`src/rtl/text_terminal_writer_top_macros.svh`:
```
// ----------------------------------------------------------------------------
// Text terminal writer assertion macros
// Shared property macros for the text terminal writer design.
// ----------------------------------------------------------------------------
`ifndef TEXT_TERMINAL_WRITER_TOP_MACROS_SVH
`define TEXT_TERMINAL_WRITER_TOP_MACROS_SVH

`ifndef ASSERT_OFF
`define TTW_ASSERT_NOW(label, clk, rst, cond, conseq, msg) \
   label: assert property (@(posedge clk) disable iff (rst) (cond) |-> (conseq)) \
      else $error(msg);
`define TTW_ASSERT_NEXT(label, clk, rst, cond, conseq, msg) \
   label: assert property (@(posedge clk) disable iff (rst) (cond) |=> (conseq)) \
      else $error(msg);
`else
`define TTW_ASSERT_NOW(label, clk, rst, cond, conseq, msg)
`define TTW_ASSERT_NEXT(label, clk, rst, cond, conseq, msg)
`endif

`endif

```
`src/rtl/ttw_fifo.sv`:
```
// ----------------------------------------------------------------------------
// Text terminal writer queue
// Small register queue used between the front, the back and the result port.
// ----------------------------------------------------------------------------
module ttw_fifo #(
   parameter int WIDTH = 8,
   parameter int DEPTH = 2
) (
   input  logic             clock,
   input  logic             reset,
   input  logic             push,
   input  logic [WIDTH-1:0] wr_data,
   output logic             full,
   input  logic             pop,
   output logic [WIDTH-1:0] rd_data,
   output logic             empty
);

   localparam int PTR_W = (DEPTH > 1) ? $clog2(DEPTH) : 1;
   localparam int CNT_W = $clog2(DEPTH + 1);
   localparam logic [PTR_W-1:0] PTR_LAST = PTR_W'(DEPTH - 1);
   localparam logic [CNT_W-1:0] CNT_FULL = CNT_W'(DEPTH);

   logic [WIDTH-1:0] store_ff [DEPTH];
   logic [PTR_W-1:0] wr_ptr_ff, wr_ptr_in;
   logic [PTR_W-1:0] rd_ptr_ff, rd_ptr_in;
   logic [CNT_W-1:0] count_ff, count_in;
   logic             do_push;
   logic             do_pop;

   assign full    = (count_ff == CNT_FULL);
   assign empty   = (count_ff == '0);
   assign do_push = push && !full;
   assign do_pop  = pop && !empty;
   assign rd_data = store_ff[rd_ptr_ff];

   always_comb begin
      wr_ptr_in = wr_ptr_ff;
      rd_ptr_in = rd_ptr_ff;
      count_in  = count_ff;
      if (do_push) begin
         wr_ptr_in = (wr_ptr_ff == PTR_LAST) ? '0 : wr_ptr_ff + 1'b1;
      end
      if (do_pop) begin
         rd_ptr_in = (rd_ptr_ff == PTR_LAST) ? '0 : rd_ptr_ff + 1'b1;
      end
      if (do_push && !do_pop) begin
         count_in = count_ff + 1'b1;
      end else if (do_pop && !do_push) begin
         count_in = count_ff - 1'b1;
      end
   end

   always_ff @(posedge clock) begin
      if (reset) begin
         wr_ptr_ff <= '0;
         rd_ptr_ff <= '0;
         count_ff  <= '0;
      end else begin
         wr_ptr_ff <= wr_ptr_in;
         rd_ptr_ff <= rd_ptr_in;
         count_ff  <= count_in;
      end
   end

   always_ff @(posedge clock) begin
      if (do_push) begin
         store_ff[wr_ptr_ff] <= wr_data;
      end
   end

endmodule

```
`config.mk`:
```
export PLATFORM = sky130hd
export DESIGN_NAME = ttw_fifo
export DESIGN_NICKNAME = d
export VERILOG_FILES = /design/src/rtl/text_terminal_writer_top_macros.svh /design/src/rtl/ttw_fifo.sv
export SDC_FILE = /design/constraint.sdc
export NUM_CORES = 1
export LEC_CHECK = 0
export BUFFER_PORTS_ARGS = -buffer_cell sky130_fd_sc_hd__buf_2
export CAP_MARGIN = 20
export CORE_ASPECT_RATIO = 0.75
export CORE_UTILIZATION = 25
export DETAILED_ROUTE_END_ITERATION = 6
export PLACE_DENSITY = 0.48
export SLEW_MARGIN = 5
export SYNTH_ARGS = -nofsm -noshare
export SYNTH_HDL_FRONTEND = slang
export SYNTH_SLANG_ARGS = --single-unit
```
`constraint.sdc`:
```
create_clock -name clock -period 2.2 [get_ports clock]
set_clock_uncertainty 0.15 [all_clocks]
set_input_delay 0.22 -clock clock [delete_from_list [all_inputs] [get_ports clock]]
set_output_delay 0.22 -clock clock [all_outputs]
set_load 0.01 [all_outputs]
```
# [Word-level counts from Yosys, hierarchy flattened]
# Memories as Yosys holds them, arrays and structs flattened. A register that Yosys moved wholly into a read port is not among the register bits.
# Index checks and enable logic that the tools add are counted.
# Widths: inputs -> output; s select.
[op_classes] addsub=4 n_eq_ne=1 n_mux=8 reduce_logical=10
[op_table] op="$mux 1" n=6
[op_table] op="$logic_and 1x1->1" n=4
[op_table] op="$logic_not 1->1" n=4
[op_table] op="$mux 2" n=2
[op_table] op="$add 1x1->1 const B" n=2
[op_table] op="$add 2x1->2 const B" n=1
[op_table] op="$eq 2x2->1 const B" n=1
[op_table] op="$logic_not 2->1" n=1
[op_table] op="$reduce_bool 2->1" n=1
[op_table] op="$sub 2x1->2 const B" n=1
[totals] register_bits=4 ramBits=16 input_bits=12 wordCells=27 n_memories=1
[memory_table] memory="store_ff" depth=2 width=8 rd=1 rd_clocked_by_memory_dff=1 wr=1 line_no="ttw_fifo.sv:24" source="logic [WIDTH-1:0] store_ff [DEPTH];"

# [Logic depth before layout (Yosys ltp)]
# Gate-level depths: netlist of run 1.
[depth] word_depth=7 mapped_depth=6 mapped_depth_nobuf=6

# [Worst setup path before layout of run 1]
# No wires, ideal clock.
[synth_path] kind="register to register" startpoint="register count_ff[1]" endpoint="register count_ff[1]" arrival_ps=1422 required_time_ps=1980 path_slack_ps=558 path_stages_with_launch=6 n_path_buf=0 path_cell_list="dfxtp_1 nor2b_2 nor2_1 ha_1 or3_1 a21oi_1"
[synth_between] elab_chain_cells=6
[synth_rtl] item="start, declared" line_no="ttw_fifo.sv:27" source="logic [CNT_W-1:0] count_ff, count_in;"
[synth_rtl] item="start signal, assigned" line_no="ttw_fifo.sv:62" source="count_ff <= count_in;"
[synth_rtl] item="$eq 2x2->1 *" line_no="ttw_fifo.sv:31" source="assign full = (count_ff == CNT_FULL);"
[synth_rtl] item="via full" line_no="ttw_fifo.sv:13" source="output logic full,"
[synth_rtl] item="$logic_not 1->1 *" line_no="ttw_fifo.sv:33" source="assign do_push = push && !full;"
[synth_rtl] item="$logic_and 1x1->1 *" line_no="ttw_fifo.sv:33"
[synth_rtl] item="$logic_not 1->1" line_no="ttw_fifo.sv:49" source="end else if (do_pop && !do_push) begin"
[synth_rtl] item="$logic_and 1x1->1" line_no="ttw_fifo.sv:49"
[synth_rtl] item="$reduce_bool 2->1 (no line)"
# Mark *: on every way through the listed nets, which the timed path passes. The rest lies on a longest branch. The select of a mux whose other input is x is not followed.
# A chain may end at the register's enable or synchronous reset.

# [Final worst setup path of run 1]
[layout_path] startpoint="register count_ff[0]" endpoint="register count_ff[1]"
[layout_between] elab_chain_cells=6
[layout_rtl] item="$eq 2x2->1 / $logic_not 2->1 (equally long branches)" line_no="ttw_fifo.sv:31, ttw_fifo.sv:32"
[layout_rtl] item="$logic_not 1->1, on equally long branches" line_no="ttw_fifo.sv:33, ttw_fifo.sv:34"
[layout_rtl] item="$logic_and 1x1->1, on equally long branches" line_no="ttw_fifo.sv:33, ttw_fifo.sv:34"
[layout_rtl] item="$logic_not 1->1, on equally long branches" line_no="ttw_fifo.sv:49, ttw_fifo.sv:47"
[layout_rtl] item="$logic_and 1x1->1, on equally long branches" line_no="ttw_fifo.sv:49, ttw_fifo.sv:47"
[layout_rtl] item="$reduce_bool 2->1 (no line) / $mux 2 (equally long branches)"
# Parallel ways exist; a longest one is shown, timed or not. The select of a mux whose other input is x is not followed.

==> results of run 1 <==
[cell usage after synthesis]
library cell  number
nor2_1             5
mux2_2             8
xor2_1             3
ha_1               1
dfxtp_1            5
a21oi_1            2
or3_1              2
inv_1              2
nor2b_2            1
buf_2              1
o21ai_0            3
and2_1             1
edfxtp_1          16
[worst register-to-register path, stage by stage (launching register included)]
cell and delay [ns]:
dfxtp_1 0.36, o21ai_0 0.31, ha_1 0.32, or3_1 0.38, a21oi_1 0.15
[worst max-delay path by stage]
stage	from	endpoint	cells past startpoint
floorplan	count_ff[1]$_SDFFE_PP0P_	count_ff[1]$_SDFFE_PP0P_	5
global placement	count_ff[0]$_SDFFE_PP0P_	count_ff[1]$_SDFFE_PP0P_	4
detailed placement	count_ff[0]$_SDFFE_PP0P_	count_ff[1]$_SDFFE_PP0P_	4
CTS	flip-flop	rd_data[0]	2
global route	flip-flop	rd_data[1]	2
finish	count_ff[0]$_SDFFE_PP0P_	count_ff[1]$_SDFFE_PP0P_	4
[power by group]
group | switching, mW | internal [mW]
Combinational | 0.159 | 0.162
Clock | 0.117 | 0.126
Sequential | 0.0526 | 0.506
[per-stage QoR]
step / std cells / setup WS [ns] / power, mW / util
floorplan: 50 / 0.558 / 0.774 / -
global placement: 108 / 0.551 / 0.875 / 0.316
detailed placement: 108 / 0.500 / 0.887 / 0.316
CTS: 116 / 0.436 / 1.14 / 0.345
global route: 117 / 0.394 / 1.20 / 0.348
finish: 117 / 0.466 / 1.12 / 0.348
[sequential cells by signal, indices dropped and copies added (netlist names), named ones only]
| register | flops |
|---|---|
| count_ff | 2 |
| store_ff | 16 |
| rd_ptr_ff | 1 |
| wr_ptr_ff | 1 |
[what timing repair did]
| action | in CTS | in global routing |
|---|---|---|
| gates resized for setup | 0 | 0 |
| hold buffers | 4 | 1 |
| hold endpoints to repair | 8 | 2 |
[per-layer routing]
| layer | GRT usage | wire [um] | vias to the layer above |
|---|---|---|---|
| li1 | - | - | 237 |
| met1 | 0.0950 | 593 | 217 |
| met2 | 0.135 | 591 | 14 |
| met3 | 0.0455 | 85 | 2 |
| met4 | 0.0213 | 8 | 0 |
| met5 | 0 | 0 | - |
[cell type report]
class	instances	area, sq um	area share
inverters	2	7.51	0.00724
repair buffers	26	155	0.150
flip-flops and latches	21	581	0.560
well taps	38	47.5	0.0458
multi-input cells	26	200	0.193
clock buffers	3	41.3	0.0398
clock inverters	1	5.00	0.00483
[cells by family after synthesis]
logic type,synth area share
compound gates,0.0315
buf+inv,0.0158
fa+ha+maj,0.0158
simple gates,0.0584
flops,0.732
xor+xnor,0.0331
mux,0.114
==> results.txt, run 1 <==
core area - 2980 sq um
detail-routed via count per cell - 4.02
drt first pass iters - 4
register area share after synthesis - 0.732
commonest non-fill, non-tap cell in the layout - buf_2
gr ovfl total - 0
Yosys cell types - 13
CTS Buf Count - 3
synth top area cells - edfxtp_1, dfxtp_1, mux2_2, xor2_1, nor2_1
site row count - 17
Hold Path End - store_ff[0][0]$_DFFE_PP_
CP Max Fanout - 5
Max VDD drop - 0.512 mV
critical path buffer and inverter count - 0
H-tree depth - 1
Hold Slack - 0.00503 ns
Final ANT Viol Nets - 0
DP Wirelength - 919 um
cells after synthesis - 50
Worst Setup End Kind - flip-flop
time the worst path needs with I/O delays and setup - 1.73 ns
commonest cells after routing, fill and taps aside - buf_2, edfxtp_1, mux2_2
# clock sinks - 21
port buffer count - 21
worst hold start - wr_data[0]
Synth Register Bits - 21
HP Class - input port to flip-flop
share of layout cells above drive strength 1 - 0.430
PwrDens - 1080 nW/um^2
R2R Setup Slk - 0.47 ns
Rel. slew slack - 0.727
Mapped Nets - 63
Critical R2R Launch - count_ff[0]$_SDFFE_PP0P_
final instance area - 1040 sq um
Tightest Pin Transition - 0.409 ns
Pins Over Slew Limit - 0
filler instances - 312
final wirelength - 1280 um
num ports - 22
critical path class - flip-flop to flip-flop
syn_area_per_cell - 15.9 sq um
CTS tree - done
largest net degree at the start of global routing - 13
Req. time, crit path - 2.24 ns
Worst setup SP type - flip-flop
Placed Area - 941 sq um
total track usage - 0.0835
reg2reg end - count_ff[1]$_SDFFE_PP0P_
number of global-route vias before repair - 447
antenna violations before repair - 0
drt wl/cell - 10.9 um
final worst-path cycle share - 0.788
CP Cell Sequence - o21ai_0, ha_1, or3_1, a21oi_1
# DRC - 0
leakage - 0.409 nW
setup TNS - 0 ns
hold path cells - 1
Starting Density - 0.266
routability cong. - 0.681
Iter 0 DRT Violations - 14
Synth Cell Area - 793 sq um
status - finished, final reports clean
RSZ-0062 raised after global routing - no
Final setup viols - 0
die area - 3400 sq um
global-route wire length before repair - 1970 um
# diodes - 0
# Post-CTS Setup Buffers - 0
critical path's largest stage delay - 0.38 ns
top-area cell type share of the netlist area - 0.606
Root Buffer Master - clkbuf_8
FMAX - 0.577 GHz
max cap viols - 0
Area Overhead vs Synth - 30.8%
Fin. Hold Viols - 0
Clock Path Buffers - 2
Register-to-Register Path Depth - 4
Worst path slowest cell - or3_1
Syn. warnings - 0
Crit path max-delay family - compound AO/OA/AOI/OAI gates
Die Wd - 67.0 um
Die H - 50.8 um
Synth area leader - edfxtp_1
Clk pin slew, worst setup/hold paths - 0.07 ns
vias post-DR - 470
Clk Latency, worst-skew pair - 0.25 ns
# nets final - 93
WP data arrival - 1.77 ns
No activity file was read; power rests on OpenSTA's default activity.
==> inputs of run 2 (changes only) <==
- clock period: 2.2 -> 1.6 ns (I/O delays scaled with it)
==> run 2 against run 1 <==
  * Global-route usage increased by 0.34 points
  * First-iteration DRC count increased by 7.1%
  * Maximum frequency increased by 12%
  * Clock power increased by 38%
  * Critical path depth increased by 1
  * Worst hold slack improved by 0.14 ns
  * Register-to-register slack got worse by 0.42 ns
  * Cell count increased by 7.7%
  * Core utilization increased by 3.4 points
  * Sequential cell count unchanged
  * Sequential power increased by 39%
  * Critical path type unchanged
  * Largest cell class unchanged
==> results.txt, run 2 (same netlist as run 1, synthesis figures left out) <==
Largest register FFs - 16 (unchanged)
antenna violations before repair - 0 (unchanged)
setup TNS - 0 ns (unchanged)
CP Max Fanout - 4 (-1)
WP data arrival - 1.59 ns (-0.18 ns)
Worst Setup End Kind - flip-flop
Clock Path Buffers - 2 (unchanged)
# diodes - 0 (unchanged)
Clk Latency, worst-skew pair - 0.26 ns (about the same)
Pins Over Slew Limit - 0 (unchanged)
Worst path slowest cell - or3_1
Final ANT Viol Nets - 0 (unchanged)
# DRC - 0 (unchanged)
Sw Pwr - 474 uW (+44%)
Req. time, crit path - 1.64 ns (-0.60 ns)
Comb power frac - 0.329 (+0.043)
number of global-route vias before repair - 444 (-0.67%)
Final setup viols - 0 (unchanged)
Clock Power Share - 0.202 (-0.014)
Root Buffer Master - clkbuf_8
port buffer count - 21 (unchanged)
critical path buffer and inverter count - 0 (unchanged)
status - finished, final reports clean
drt wl/cell - 10.6 um (-3.4%)
num ports - 22 (unchanged)
die area - 3400 sq um (unchanged)
Layout Cells excl Fill - 126 (+7.7%)
Area Overhead vs Synth - 43.5%
vias post-DR - 494 (+5.1%)
final total power - 1.66 mW (+48%)
Die H - 50.8 um (unchanged)
# clock sinks - 21 (unchanged)
Die Wd - 67.0 um (unchanged)
Top Registers - store_ff x16, count_ff x2
CTS tree - done
core area - 2980 sq um (unchanged)
Iter 0 DRT Violations - 15 (+1)
Flop pwr share - 0.469 (-0.029)
sw frac - 0.286 (-0.00707)
largest net degree at the start of global routing - 13 (unchanged)
global-route wire length before repair - 2010 um (+2.1%)
time the worst path needs with I/O delays and setup - 1.55 ns (-0.184 ns)
detail-routed via count per cell - 3.92 (-2.4%)
commonest non-fill, non-tap cell in the layout - buf_2
fin util - 0.382 (+0.0340)
DP Wirelength - 938 um (+2.1%)
max cap viols - 0 (unchanged)
Tightest Pin Transition - 0.203 ns (-0.205 ns)
gr ovfl total - 0 (unchanged)
Hold Slack - 0.142 ns (+0.137 ns)
Clk pin slew, worst setup/hold paths - 0.07 ns (about the same)
Rel. slew slack - 0.864 (+0.137)
PwrDens - 1460 nW/um^2 (+35%)
site row count - 17 (unchanged)
HP Class - input port to flip-flop
share of layout cells above drive strength 1 - 0.489 (+0.0583)
CTS Buf Count - 3 (unchanged)
final worst-path cycle share - 0.968 (+0.180)
Worst setup SP type - flip-flop
critical path class - flip-flop to flip-flop
routability cong. - 0.611 (-10%)
Crit path max-delay family - simple AND/OR/NAND/NOR gates
critical path's largest stage delay - 0.37 ns (about the same)
# nets final - 102 (+9.7%)
Biggest register - store_ff
final wirelength - 1330 um (+4.1%)
Starting Density - 0.266 (unchanged)
total track usage - 0.0869 (+0.00336)
P_int - 1.18 mW (+49%)
drt first pass iters - 2 (-2)
H-tree depth - 1 (unchanged)
RSZ-0062 raised after global routing - no
commonest cells after routing, fill and taps aside - buf_2, edfxtp_1, dlygate4sd3_1
Max VDD drop - 0.683 mV (+33%)
FMAX - 0.645 GHz (+12%)
Fin. Hold Viols - 0 (unchanged)
placed insts - 113 (+4.6%)
leakage - 0.458 nW (+12%)
CP Cell Sequence - nor2b_4, nor2_2, ha_1, or3_1, a21oi_1
## run 2: final cells by class
cell class / instances / area (sq um)
repair buffers: 35 / 245
inverters: 2 / 7.51
clock inverters: 1 / 5.00
well taps: 38 / 47.5
clock buffers: 3 / 41.3
fillers: 300 / 1840
multi-input cells: 26 / 208
flip-flops and latches: 21 / 584
## run 2: tightest hold or removal path, cell delays in order
cell	delay (ns)
buf_2	0.07
inv_1	0.05
o21ai_0	0.15
a21oi_1	0.06
## run 2: path summary, 6_finish.rpt
path                            slack (ns)                      from                  endpoint  cells after the start
worst max-delay path                  0.05  count_ff[1]$_SDFFE_PP0P_  count_ff[1]$_SDFFE_PP0P_                      5
worst min-delay path                  0.14                      push    wr_ptr_ff$_SDFFE_PP0N_                      4
worst max register to register        0.05  count_ff[1]$_SDFFE_PP0P_  count_ff[1]$_SDFFE_PP0P_                      5
worst min register to register        0.34    wr_ptr_ff$_SDFFE_PP0N_    wr_ptr_ff$_SDFFE_PP0N_                      2
## run 2: what timing repair did
item,4_1_cts,5_1_grt
hold buffers,9,0
buffers inserted,0,0
hold endpoints to repair,21,0
pin swaps,0,1
gates resized for setup,3,1
endpoints found under the setup margin,9,1
cloned,0,0
## run 2: per-layer routing
| layer | up-vias | routed length, um | track usage |
|---|---|---|---|
| li1 | 260 | - | - |
| met1 | 216 | 680 | 0.109 |
| met2 | 18 | 557 | 0.118 |
| met3 | 0 | 92 | 0.0545 |
| met4 | 0 | 0 | 0.0319 |
| met5 | - | 0 | 0 |
## run 2: per-stage QoR
step / setup slack [ns] / instance area, sq um
floorplan: 0.00270 / 800
global placement: 0.0368 / 997
detailed placement: -0.0170 / 997
CTS: 0.0221 / 1140
global route: 0.00381 / 1140
finish: 0.0505 / 1140
## run 2: power groups by stage
stage,Clock [mW],Combinational [mW],Sequential [mW]
after floorplan,0,0.329,0.749
after global placement,0,0.527,0.781
after detailed placement,0,0.531,0.786
after CTS,0.351,0.552,0.782
after global routing,0.386,0.598,0.790
final,0.335,0.546,0.777
